<file path="src/rtl/lrf_pkg.sv">
`default_nettype none

package lrf_pkg;

  localparam logic [20:0] LCG_MUL    = 21'd1664525;
  localparam logic [31:0] LCG_INC    = 32'd1013904223;
  localparam logic [31:0] SEED       = 32'hDEADBEEF;
  localparam logic [15:0] FULL_LEVEL = 16'hFFFF;

  localparam int ELAPSED_W = 16;
  localparam int CD_W      = 18;
  localparam int PROD_W    = 32;
  localparam int CFG_IDX_W = 3;
  localparam int CFG_W     = 16;
  localparam int OUT_W     = 40;

  typedef enum logic [CFG_IDX_W-1:0] {
    CFG_RED    = 3'd0,
    CFG_GREEN  = 3'd1,
    CFG_BLUE   = 3'd2,
    CFG_MIN    = 3'd3,
    CFG_MAX    = 3'd4,
    CFG_PERIOD = 3'd5
  } cfg_idx_t;

  // multiplier operand pairs
  typedef enum logic [2:0] {
    OP_LCG,
    OP_LVL,
    OP_WAIT,
    OP_RED,
    OP_GREEN,
    OP_BLUE
  } op_t;

  // where the registered product goes
  typedef enum logic [2:0] {
    DST_NONE,
    DST_LCG,
    DST_LVL,
    DST_WAIT,
    DST_RED,
    DST_GREEN,
    DST_BLUE
  } dst_t;

  typedef struct packed {
    logic tick;
    op_t  op;
    dst_t dst;
    logic load_out;
  } cmd_t;

  typedef struct packed {
    logic cd_le0;
    logic out_free;
  } status_t;

  // floor(n / 65535) for n < 2^32 - 1
  function automatic logic [16:0] div_ffff(input logic [31:0] n);
    logic [32:0] s;
    s = {1'b0, n} + {17'd0, n[31:16]} + 33'd1;
    return s[32:16];
  endfunction

endpackage

`default_nettype wire

</file>
<file path="src/rtl/led_random_flicker.sv">
// Candle flicker generator for one RGB LED.
//
// Input stream (s_*): one transaction per time tick; s_tdata carries the
// milliseconds elapsed since the previous tick. Output stream (m_*): one
// transaction per tick with the base color scaled by the current level and
// the level itself. Configuration: cfg_we writes cfg_data into register
// cfg_index (red, green, blue, min level, max level, period) on that edge;
// write only while no tick is in flight.
//
// A tick that keeps the level runs the red, green and blue products; a tick
// that draws first steps the generator, scales the level, steps it again and
// scales the interval. One tick is in flight at a time, as the single shared
// multiplier runs the generator steps, the level and interval scaling and the
// three color channels; no new tick is taken until the result is loaded.
//
// Reset restores the default color and limits, reloads the generator seed,
// sets full level and clears the countdown, so the first tick draws.
// A stalled receiver holds the result in the output register; the next tick
// is still accepted and waits for that register before handing over.
`default_nettype none

module led_random_flicker (
  input  wire logic                          clk,
  input  wire logic                          rst,
  input  wire logic                          s_tvalid,
  output logic                               s_tready,
  input  wire logic [lrf_pkg::ELAPSED_W-1:0] s_tdata,   // [15:0] elapsed_ms
  output logic                               m_tvalid,
  input  wire logic                          m_tready,
  // [7:0] red_out, [15:8] green_out, [23:16] blue_out, [39:24] level_out
  output logic [lrf_pkg::OUT_W-1:0]          m_tdata,
  input  wire logic                          cfg_we,
  input  wire logic [lrf_pkg::CFG_IDX_W-1:0] cfg_index,
  input  wire logic [lrf_pkg::CFG_W-1:0]     cfg_data
);

  lrf_pkg::cmd_t    cmd;
  lrf_pkg::status_t status;

  lrf_ctrl u_ctrl (
    .clk      (clk),
    .rst      (rst),
    .s_tvalid (s_tvalid),
    .s_tready (s_tready),
    .status   (status),
    .cmd      (cmd)
  );

  lrf_datapath u_datapath (
    .clk       (clk),
    .rst       (rst),
    .elapsed   (s_tdata),
    .cfg_we    (cfg_we),
    .cfg_index (cfg_index),
    .cfg_data  (cfg_data),
    .cmd       (cmd),
    .status    (status),
    .m_tvalid  (m_tvalid),
    .m_tready  (m_tready),
    .m_tdata   (m_tdata)
  );

  // one tick in flight: accepting closes the input for the next cycle
  assert property (@(posedge clk) disable iff (rst)
    (s_tvalid && s_tready) |=> !s_tready)
    else $error("input accepted twice in a row");

  // a result is only loaded at the end of a tick's sequence
  assert property (@(posedge clk) disable iff (rst)
    cmd.load_out |-> !s_tready && status.out_free)
    else $error("result loaded outside the output step");

  // a product write-back, the countdown reload among them, and a result load never coincide with a tick
  assert property (@(posedge clk) disable iff (rst)
    cmd.tick |-> (cmd.dst == lrf_pkg::DST_NONE) && !cmd.load_out)
    else $error("tick overlaps datapath write-back");

endmodule

`default_nettype wire

</file>
<file path="src/rtl/lrf_ctrl.sv">
`default_nettype none

module lrf_ctrl (
  input  wire logic            clk,
  input  wire logic            rst,
  input  wire logic            s_tvalid,
  output logic                 s_tready,
  input  wire lrf_pkg::status_t status,
  output lrf_pkg::cmd_t        cmd
);

  typedef enum logic [3:0] {
    ST_IDLE,
    ST_CHECK,
    ST_LCG1,
    ST_LVL,
    ST_LVL_UPD,
    ST_LCG2,
    ST_WAIT_MUL,
    ST_WAIT_UPD,
    ST_RED_UPD,
    ST_GREEN_UPD,
    ST_BLUE_UPD,
    ST_OUT
  } state_t;

  state_t state;
  state_t state_next;

  always_ff @(posedge clk) begin
    if (rst) begin
      state <= ST_IDLE;
    end else begin
      state <= state_next;
    end
  end

  assign s_tready = (state == ST_IDLE);

  // the states from the check to the blue update each launch a multiply, retire the previous one, or both
  always_comb begin
    state_next   = state;
    cmd.tick     = 1'b0;
    cmd.op       = lrf_pkg::OP_LCG;
    cmd.dst      = lrf_pkg::DST_NONE;
    cmd.load_out = 1'b0;
    case (state)
      ST_IDLE: begin
        cmd.tick = s_tvalid;
        if (s_tvalid) state_next = ST_CHECK;
      end
      ST_CHECK: begin
        if (status.cd_le0) begin
          cmd.op     = lrf_pkg::OP_LCG;
          state_next = ST_LCG1;
        end else begin
          cmd.op     = lrf_pkg::OP_RED;
          state_next = ST_RED_UPD;
        end
      end
      ST_LCG1: begin
        cmd.dst    = lrf_pkg::DST_LCG;
        state_next = ST_LVL;
      end
      ST_LVL: begin
        cmd.op     = lrf_pkg::OP_LVL;
        state_next = ST_LVL_UPD;
      end
      ST_LVL_UPD: begin
        cmd.dst    = lrf_pkg::DST_LVL;
        cmd.op     = lrf_pkg::OP_LCG;
        state_next = ST_LCG2;
      end
      ST_LCG2: begin
        cmd.dst    = lrf_pkg::DST_LCG;
        state_next = ST_WAIT_MUL;
      end
      ST_WAIT_MUL: begin
        cmd.op     = lrf_pkg::OP_WAIT;
        state_next = ST_WAIT_UPD;
      end
      ST_WAIT_UPD: begin
        cmd.dst    = lrf_pkg::DST_WAIT;
        cmd.op     = lrf_pkg::OP_RED;
        state_next = ST_RED_UPD;
      end
      ST_RED_UPD: begin
        cmd.dst    = lrf_pkg::DST_RED;
        cmd.op     = lrf_pkg::OP_GREEN;
        state_next = ST_GREEN_UPD;
      end
      ST_GREEN_UPD: begin
        cmd.dst    = lrf_pkg::DST_GREEN;
        cmd.op     = lrf_pkg::OP_BLUE;
        state_next = ST_BLUE_UPD;
      end
      ST_BLUE_UPD: begin
        cmd.dst    = lrf_pkg::DST_BLUE;
        state_next = ST_OUT;
      end
      ST_OUT: begin
        if (status.out_free) begin
          cmd.load_out = 1'b1;
          state_next   = ST_IDLE;
        end
      end
      default: begin
        state_next = ST_IDLE;
      end
    endcase
  end

endmodule

`default_nettype wire

</file>
<file path="src/rtl/lrf_datapath.sv">
`default_nettype none

module lrf_datapath (
  input  wire logic                          clk,
  input  wire logic                          rst,
  input  wire logic [lrf_pkg::ELAPSED_W-1:0] elapsed,
  input  wire logic                          cfg_we,
  input  wire logic [lrf_pkg::CFG_IDX_W-1:0] cfg_index,
  input  wire logic [lrf_pkg::CFG_W-1:0]     cfg_data,
  input  wire lrf_pkg::cmd_t                 cmd,
  output lrf_pkg::status_t                   status,
  output logic                               m_tvalid,
  input  wire logic                          m_tready,
  output logic [lrf_pkg::OUT_W-1:0]          m_tdata
);

  logic [7:0]  color_red;
  logic [7:0]  color_green;
  logic [7:0]  color_blue;
  logic [15:0] min_level;
  logic [15:0] max_level;
  logic [15:0] avg_period;

  logic [31:0]              rstate;
  logic [15:0]              level;
  logic [lrf_pkg::CD_W-1:0] countdown;
  logic [lrf_pkg::PROD_W-1:0] prod;
  logic [7:0]               red_s;
  logic [7:0]               green_s;
  logic [7:0]               blue_s;

  logic [31:0] mul_a;
  logic [20:0] mul_b;
  logic [52:0] mul_full;

  logic [16:0] span;
  logic        span_neg;
  logic [16:0] span_mag;
  logic [16:0] q;
  logic [32:0] rem_full;
  logic [15:0] rem;
  logic [15:0] level_next;
  logic [lrf_pkg::CD_W-1:0] wait_next;

  // configuration registers
  always_ff @(posedge clk) begin
    if (rst) begin
      color_red   <= 8'd255;
      color_green <= 8'd160;
      color_blue  <= 8'd64;
      min_level   <= 16'd0;
      max_level   <= 16'd65535;
      avg_period  <= 16'd100;
    end else if (cfg_we) begin
      case (cfg_index)
        lrf_pkg::CFG_RED:    color_red   <= cfg_data[7:0];
        lrf_pkg::CFG_GREEN:  color_green <= cfg_data[7:0];
        lrf_pkg::CFG_BLUE:   color_blue  <= cfg_data[7:0];
        lrf_pkg::CFG_MIN:    min_level   <= cfg_data;
        lrf_pkg::CFG_MAX:    max_level   <= cfg_data;
        lrf_pkg::CFG_PERIOD: avg_period  <= cfg_data;
        default: ;
      endcase
    end
  end

  assign span     = {1'b0, max_level} - {1'b0, min_level};
  assign span_neg = span[16];
  assign span_mag = span_neg ? (~span + 17'd1) : span;

  // operand select for the shared multiplier
  always_comb begin
    case (cmd.op)
      lrf_pkg::OP_LCG: begin
        mul_a = rstate;
        mul_b = lrf_pkg::LCG_MUL;
      end
      lrf_pkg::OP_LVL: begin
        mul_a = {16'd0, rstate[15:0]};
        mul_b = {5'd0, span_mag[15:0]};
      end
      lrf_pkg::OP_WAIT: begin
        mul_a = {16'd0, avg_period};
        mul_b = {5'd0, rstate[15:0]};
      end
      lrf_pkg::OP_RED: begin
        mul_a = {24'd0, color_red};
        mul_b = {5'd0, level};
      end
      lrf_pkg::OP_GREEN: begin
        mul_a = {24'd0, color_green};
        mul_b = {5'd0, level};
      end
      lrf_pkg::OP_BLUE: begin
        mul_a = {24'd0, color_blue};
        mul_b = {5'd0, level};
      end
      default: begin
        mul_a = rstate;
        mul_b = lrf_pkg::LCG_MUL;
      end
    endcase
  end

  assign mul_full = {21'd0, mul_a} * {32'd0, mul_b};

  always_ff @(posedge clk) begin
    prod <= mul_full[lrf_pkg::PROD_W-1:0];
  end

  // divide the product by 65535, remainder kept for the floor corrections
  assign q        = lrf_pkg::div_ffff(prod);
  assign rem_full = {1'b0, prod} - {q, 16'd0} + {16'd0, q};
  assign rem      = rem_full[15:0];

  // negative span: floor of a negative quotient steps down when inexact
  assign level_next = span_neg ? (min_level - q[15:0] - {15'd0, (rem != 16'd0)})
                               : (min_level + q[15:0]);

  // P*(65535+2r)/131070 = P*r/65535 + P/2; odd P adds a half
  assign wait_next = {1'b0, q} + {3'd0, avg_period[15:1]}
                   + {17'd0, (avg_period[0] & rem[15])};

  always_ff @(posedge clk) begin
    if (rst) begin
      rstate    <= lrf_pkg::SEED;
      level     <= lrf_pkg::FULL_LEVEL;
      countdown <= '0;
    end else begin
      if (cmd.tick) begin
        countdown <= countdown - {2'd0, elapsed};
      end
      case (cmd.dst)
        lrf_pkg::DST_LCG:  rstate    <= prod + lrf_pkg::LCG_INC;
        lrf_pkg::DST_LVL:  level     <= level_next;
        lrf_pkg::DST_WAIT: countdown <= wait_next;
        default: ;
      endcase
    end
  end

  always_ff @(posedge clk) begin
    case (cmd.dst)
      lrf_pkg::DST_RED:   red_s   <= q[7:0];
      lrf_pkg::DST_GREEN: green_s <= q[7:0];
      lrf_pkg::DST_BLUE:  blue_s  <= q[7:0];
      default: ;
    endcase
  end

  // output register
  always_ff @(posedge clk) begin
    if (rst) begin
      m_tvalid <= 1'b0;
    end else if (cmd.load_out) begin
      m_tvalid <= 1'b1;
    end else if (m_tready) begin
      m_tvalid <= 1'b0;
    end
  end

  always_ff @(posedge clk) begin
    if (cmd.load_out) begin
      m_tdata <= {level, blue_s, green_s, red_s};
    end
  end

  assign status.cd_le0   = countdown[lrf_pkg::CD_W-1] || (countdown == '0);
  assign status.out_free = !m_tvalid || m_tready;

endmodule

`default_nettype wire

</file>
<file path="config.mk">
export PLATFORM = sky130hd
export DESIGN_NAME = led_random_flicker
export DESIGN_NICKNAME = d
export VERILOG_FILES = /design/src/rtl/lrf_pkg.sv /design/src/rtl/led_random_flicker.sv /design/src/rtl/lrf_ctrl.sv /design/src/rtl/lrf_datapath.sv
export SDC_FILE = /design/constraint.sdc
export NUM_CORES = 2
export LEC_CHECK = 0
export ABC_AREA = 1
export BUFFER_PORTS_ARGS = -buffer_cell sky130_fd_sc_hd__buf_2
export CAP_MARGIN = 20
export CORE_ASPECT_RATIO = 0.7
export CORE_UTILIZATION = 65
export CTS_CLUSTER_SIZE = 25
export DETAILED_ROUTE_END_ITERATION = 12
export PLACE_DENSITY = 0.83
export REMOVE_ABC_BUFFERS = 1
export SLEW_MARGIN = 10
export SYNTH_ARGS = -nofsm -noshare
export SYNTH_HDL_FRONTEND = slang
export SYNTH_SLANG_ARGS = --single-unit
export TNS_END_PERCENT = 50
</file>
<file path="constraint.sdc">
create_clock -name clk -period 10.1 [get_ports clk]
set_input_delay 0 -clock clk [delete_from_list [all_inputs] [get_ports clk]]
set_output_delay 0 -clock clk [all_outputs]
set_load 0.02 [all_outputs]
</file>
==> impl_summary.log <==
INFO  metric layout-drive-gt1-share = 0.06647
INFO  metric grt_util_all_layers = 0.4040
INFO  metric post_synth_simple_gate_area = 0.1745
INFO  metric cp-end-kind = flop
INFO  metric synth_async_sr_flop_share = 0
INFO  metric yosysMostFrequentCell = sky130_fd_sc_hd__inv_1
INFO  metric detail_route.wl_per_cell = 20.51 um
INFO  metric placementRows = 62
INFO  metric timing_worst_slew_pin_value = 1091 ps
INFO  metric finalSetupTns = 0 ps
INFO  metric synth_xor_xnor_area_share = 0.03780
INFO  metric vias = 24319
INFO  metric path_common_cell = sky130_fd_sc_hd__fa_1
INFO  metric synth-compound-area-share = 0.1237
INFO  metric drt_first_pass_iters = 6
INFO  metric routed_via_density = 5.767
INFO  metric detail-route-antenna-nets = 0
INFO  metric critical_path.startpoint = u_datapath.min_level[0]
INFO  metric yosysUniqueCellTypes = 65
INFO  metric synth_top_family_by_area = adder cells
INFO  metric tritoncts.num_buffers = 23
INFO  metric drt_iter0_markers = 3002
INFO  metric globalplace.congestion = 1.060
INFO  metric post-route-period-util = 0.9463
INFO  metric synth_seq_area_share = 0.1961
INFO  metric fill_cells = 3307
INFO  metric grt_max_degree = 93
INFO  metric crit_slowest_cell = sky130_fd_sc_hd__fa_1
INFO  metric worstHoldPathType = in -> reg
INFO  metric synth_fa_ha_area_frac = 0.3518
INFO  metric run_status = finished, final reports clean
INFO  metric dp_hpwl = 69.28 mm
INFO  metric synth_area_leaders = sky130_fd_sc_hd__fa_1 25%, sky130_fd_sc_hd__dfxtp_1 13%, sky130_fd_sc_hd__ha_1 10%, sky130_fd_sc_hd__inv_1 10%, sky130_fd_sc_hd__nand2_1 8.1%
INFO  metric io_buffer_count = 81
INFO  metric worstSetupPathType = reg -> reg
INFO  metric die_area = 43410 um^2
INFO  metric timing.critical_path.required = 10530 ps
INFO  metric dominantRegCellSynth = sky130_fd_sc_hd__dfxtp_1
INFO  metric post-synth-top-area-cell = sky130_fd_sc_hd__fa_1
INFO  metric clkLatencyLatePin = 550 ps
INFO  metric number_of_failing_setup_endpoints_in_the_final_timing_report = 0
INFO  metric timing.clock.skew = 20.60 ps
INFO  metric synth_enable_flop_cells = 64
INFO  metric antenna_violations_before_repair = 0
INFO  metric cts.clk_slew.worst_paths = 80 ps
INFO  metric layout.nets = 4266
INFO  metric syn-cell-area = 27670 um^2
INFO  metric worstPathArrival = 9990 ps
INFO  metric r2r-start = u_datapath.min_level[0]
INFO  metric drt_drc_violations_left = 0
INFO  metric timing.final.crit_period = 9557 ps
INFO  metric grt_setup_unrepaired = false
INFO  metric ctsHtreeMaxLevel = 1
INFO  metric grt_pass1_vias = 23582
INFO  metric critPathMaxStageDelay = 570 ps
INFO  metric area_growth_syn_to_layout = 8.488%
INFO  metric cts.sink_count = 239
INFO  metric timing.slew.headroom = 0.2704
INFO  metric dp_worst_setup_slack = 745.8 ps
INFO  metric finalHoldViolations = 0
INFO  metric floorplan_core_area = 41500 um^2
INFO  metric synth-warning-count = 0
INFO  metric holdCritStartpoint = cfg_we
INFO  metric ios = 82
INFO  metric grt_remaining_overflow = 0
INFO  metric cts_setup_buffers = 0
INFO  metric synthCells = 3497
INFO  metric clock-root-buffer = sky130_fd_sc_hd__clkbuf_16
INFO  metric slew_viol_final = 0
INFO  metric cts_tree = done
INFO  metric synth_top_cells_by_count = 747 x sky130_fd_sc_hd__inv_1, 599 x sky130_fd_sc_hd__nand2_1, 345 x sky130_fd_sc_hd__fa_1
INFO  metric ctsLongestPathBuffers = 3
INFO  metric post_synthesis_register_bit_count = 239
INFO  metric avgSynthCellArea = 7.912 um^2
INFO  metric critPathLaunchType = flop
INFO  metric grt_pass1_wl = 133.4 mm
INFO  metric setup_slack = 542.5 ps
INFO  metric die_h = 174.6 um
INFO  metric fin_util = 0.7233
INFO  metric post-synth-top-area-fraction = 0.2496
INFO  metric max_freq = 104.6 MHz
INFO  metric hold_slack = 7.472 ps
INFO  metric effective_utilization_at_floorplan = 0.6667
INFO  metric die_x = 248.6 um
INFO  metric postRouteWirelength = 86.47 mm
INFO  metric critical_path_fanout_max = 33
INFO  metric cap_violations = 0
INFO  metric synth.area.mux_share = 0
what timing repair did:
action | CTS | global route
endpoints found under the hold margin | 74 | 0
resized for setup | 0 | 0
hold buffers | 23 | 0
registers in the layout (all words and copies together), names as in the netlist, 16 cells and up:
register	count
u_datapath.max_level	16
u_datapath.countdown	18
u_datapath.min_level	16
u_datapath.level	16
u_datapath.m_tdata	40
u_datapath.rstate	32
u_datapath.prod	32
u_datapath.avg_period	16
cells by family after synthesis:
group,Yosys count
other,2
buffers and inverters,835
AOI/OAI and AO/OA,589
adders and majority gates,571
xor gates and xnor gates,111
DFF,239
and+or+nand+nor,1150
layout make-up:
cell class                 count  area [um^2]  share of cell area
antenna                        2        5.005           0.0001667
clock buffer                  26        618.1             0.02059
clock inverter                15        188.9            0.006294
inverter                     755         2838             0.09454
multi-input combinational   2487        19290              0.6426
sequential                   239         5425              0.1807
tap                          544        680.7             0.02268
timing repair buffer         149        973.4             0.03243
final timing paths:
kind	slack, ps	to	cells after the start
setup / recovery	540	u_datapath.prod[28]	39
hold / removal	7	u_datapath.color_blue[6]	7
setup reg to reg	540	u_datapath.prod[28]	39
hold reg to reg	420	u_datapath.m_tdata[2]	0
stage by stage:
step           std cells  instance area (um^2)
5_1_grt             4215                 30010
3_3_place_gp        4150                 28970
4_1_cts             4215                 30010
2_1_floorplan       3481                 27540
3_5_place_dp        4151                 28980
6_report            4217                 30020
placed cells by master, fill, tap and decap left out, types with 7 or more instances in the layout:
cell                            count
sky130_fd_sc_hd__xor2_2             7
sky130_fd_sc_hd__nand4_1           20
sky130_fd_sc_hd__o21ai_1           10
sky130_fd_sc_hd__a221oi_1          15
sky130_fd_sc_hd__o211ai_1          36
sky130_fd_sc_hd__o221ai_1           9
sky130_fd_sc_hd__nand3_1          132
sky130_fd_sc_hd__a22oi_1            8
sky130_fd_sc_hd__o22ai_1           14
sky130_fd_sc_hd__buf_4             45
sky130_fd_sc_hd__conb_1            66
sky130_fd_sc_hd__o21ai_0          159
sky130_fd_sc_hd__a21o_1             8
sky130_fd_sc_hd__a211oi_1           7
sky130_fd_sc_hd__nand2_1          599
sky130_fd_sc_hd__a31oi_1           12
sky130_fd_sc_hd__o21bai_1           7
sky130_fd_sc_hd__buf_2             81
sky130_fd_sc_hd__a21oi_1          263
sky130_fd_sc_hd__nor2_2            14
sky130_fd_sc_hd__dlygate4sd3_1     23
sky130_fd_sc_hd__nor2_1           297
sky130_fd_sc_hd__xor2_1            68
sky130_fd_sc_hd__inv_1            747
sky130_fd_sc_hd__ha_1             226
sky130_fd_sc_hd__nor4_1             9
sky130_fd_sc_hd__or2_2             14
sky130_fd_sc_hd__a21boi_0           7
sky130_fd_sc_hd__clkbuf_16         24
sky130_fd_sc_hd__dfxtp_1          175
sky130_fd_sc_hd__fa_1             345
sky130_fd_sc_hd__nor3_1            27
sky130_fd_sc_hd__edfxtp_1          64
sky130_fd_sc_hd__xnor2_1           34
routing by layer:
metal,GRT usage,wire length [um],vias to the layer above
met4,0.1012,2326,0
met2,0.5575,34210,1464
met1,0.5962,36560,11410
met5,0,0,-
met3,0.1485,13380,173
li1,-,-,11272
worst max-delay path: cells and delay by family, from the launching register on:
family,cells,cell delay (ps)
fa+ha+maj,10,4570
simple gates,16,2290
flops,1,350
buf+inv,8,1000
xor+xnor,1,180
compound gates,4,1030
Power is left out: the tool's default activity adds up to more than one toggle a clock period on the data nets, which glitch-free logic cannot reach.
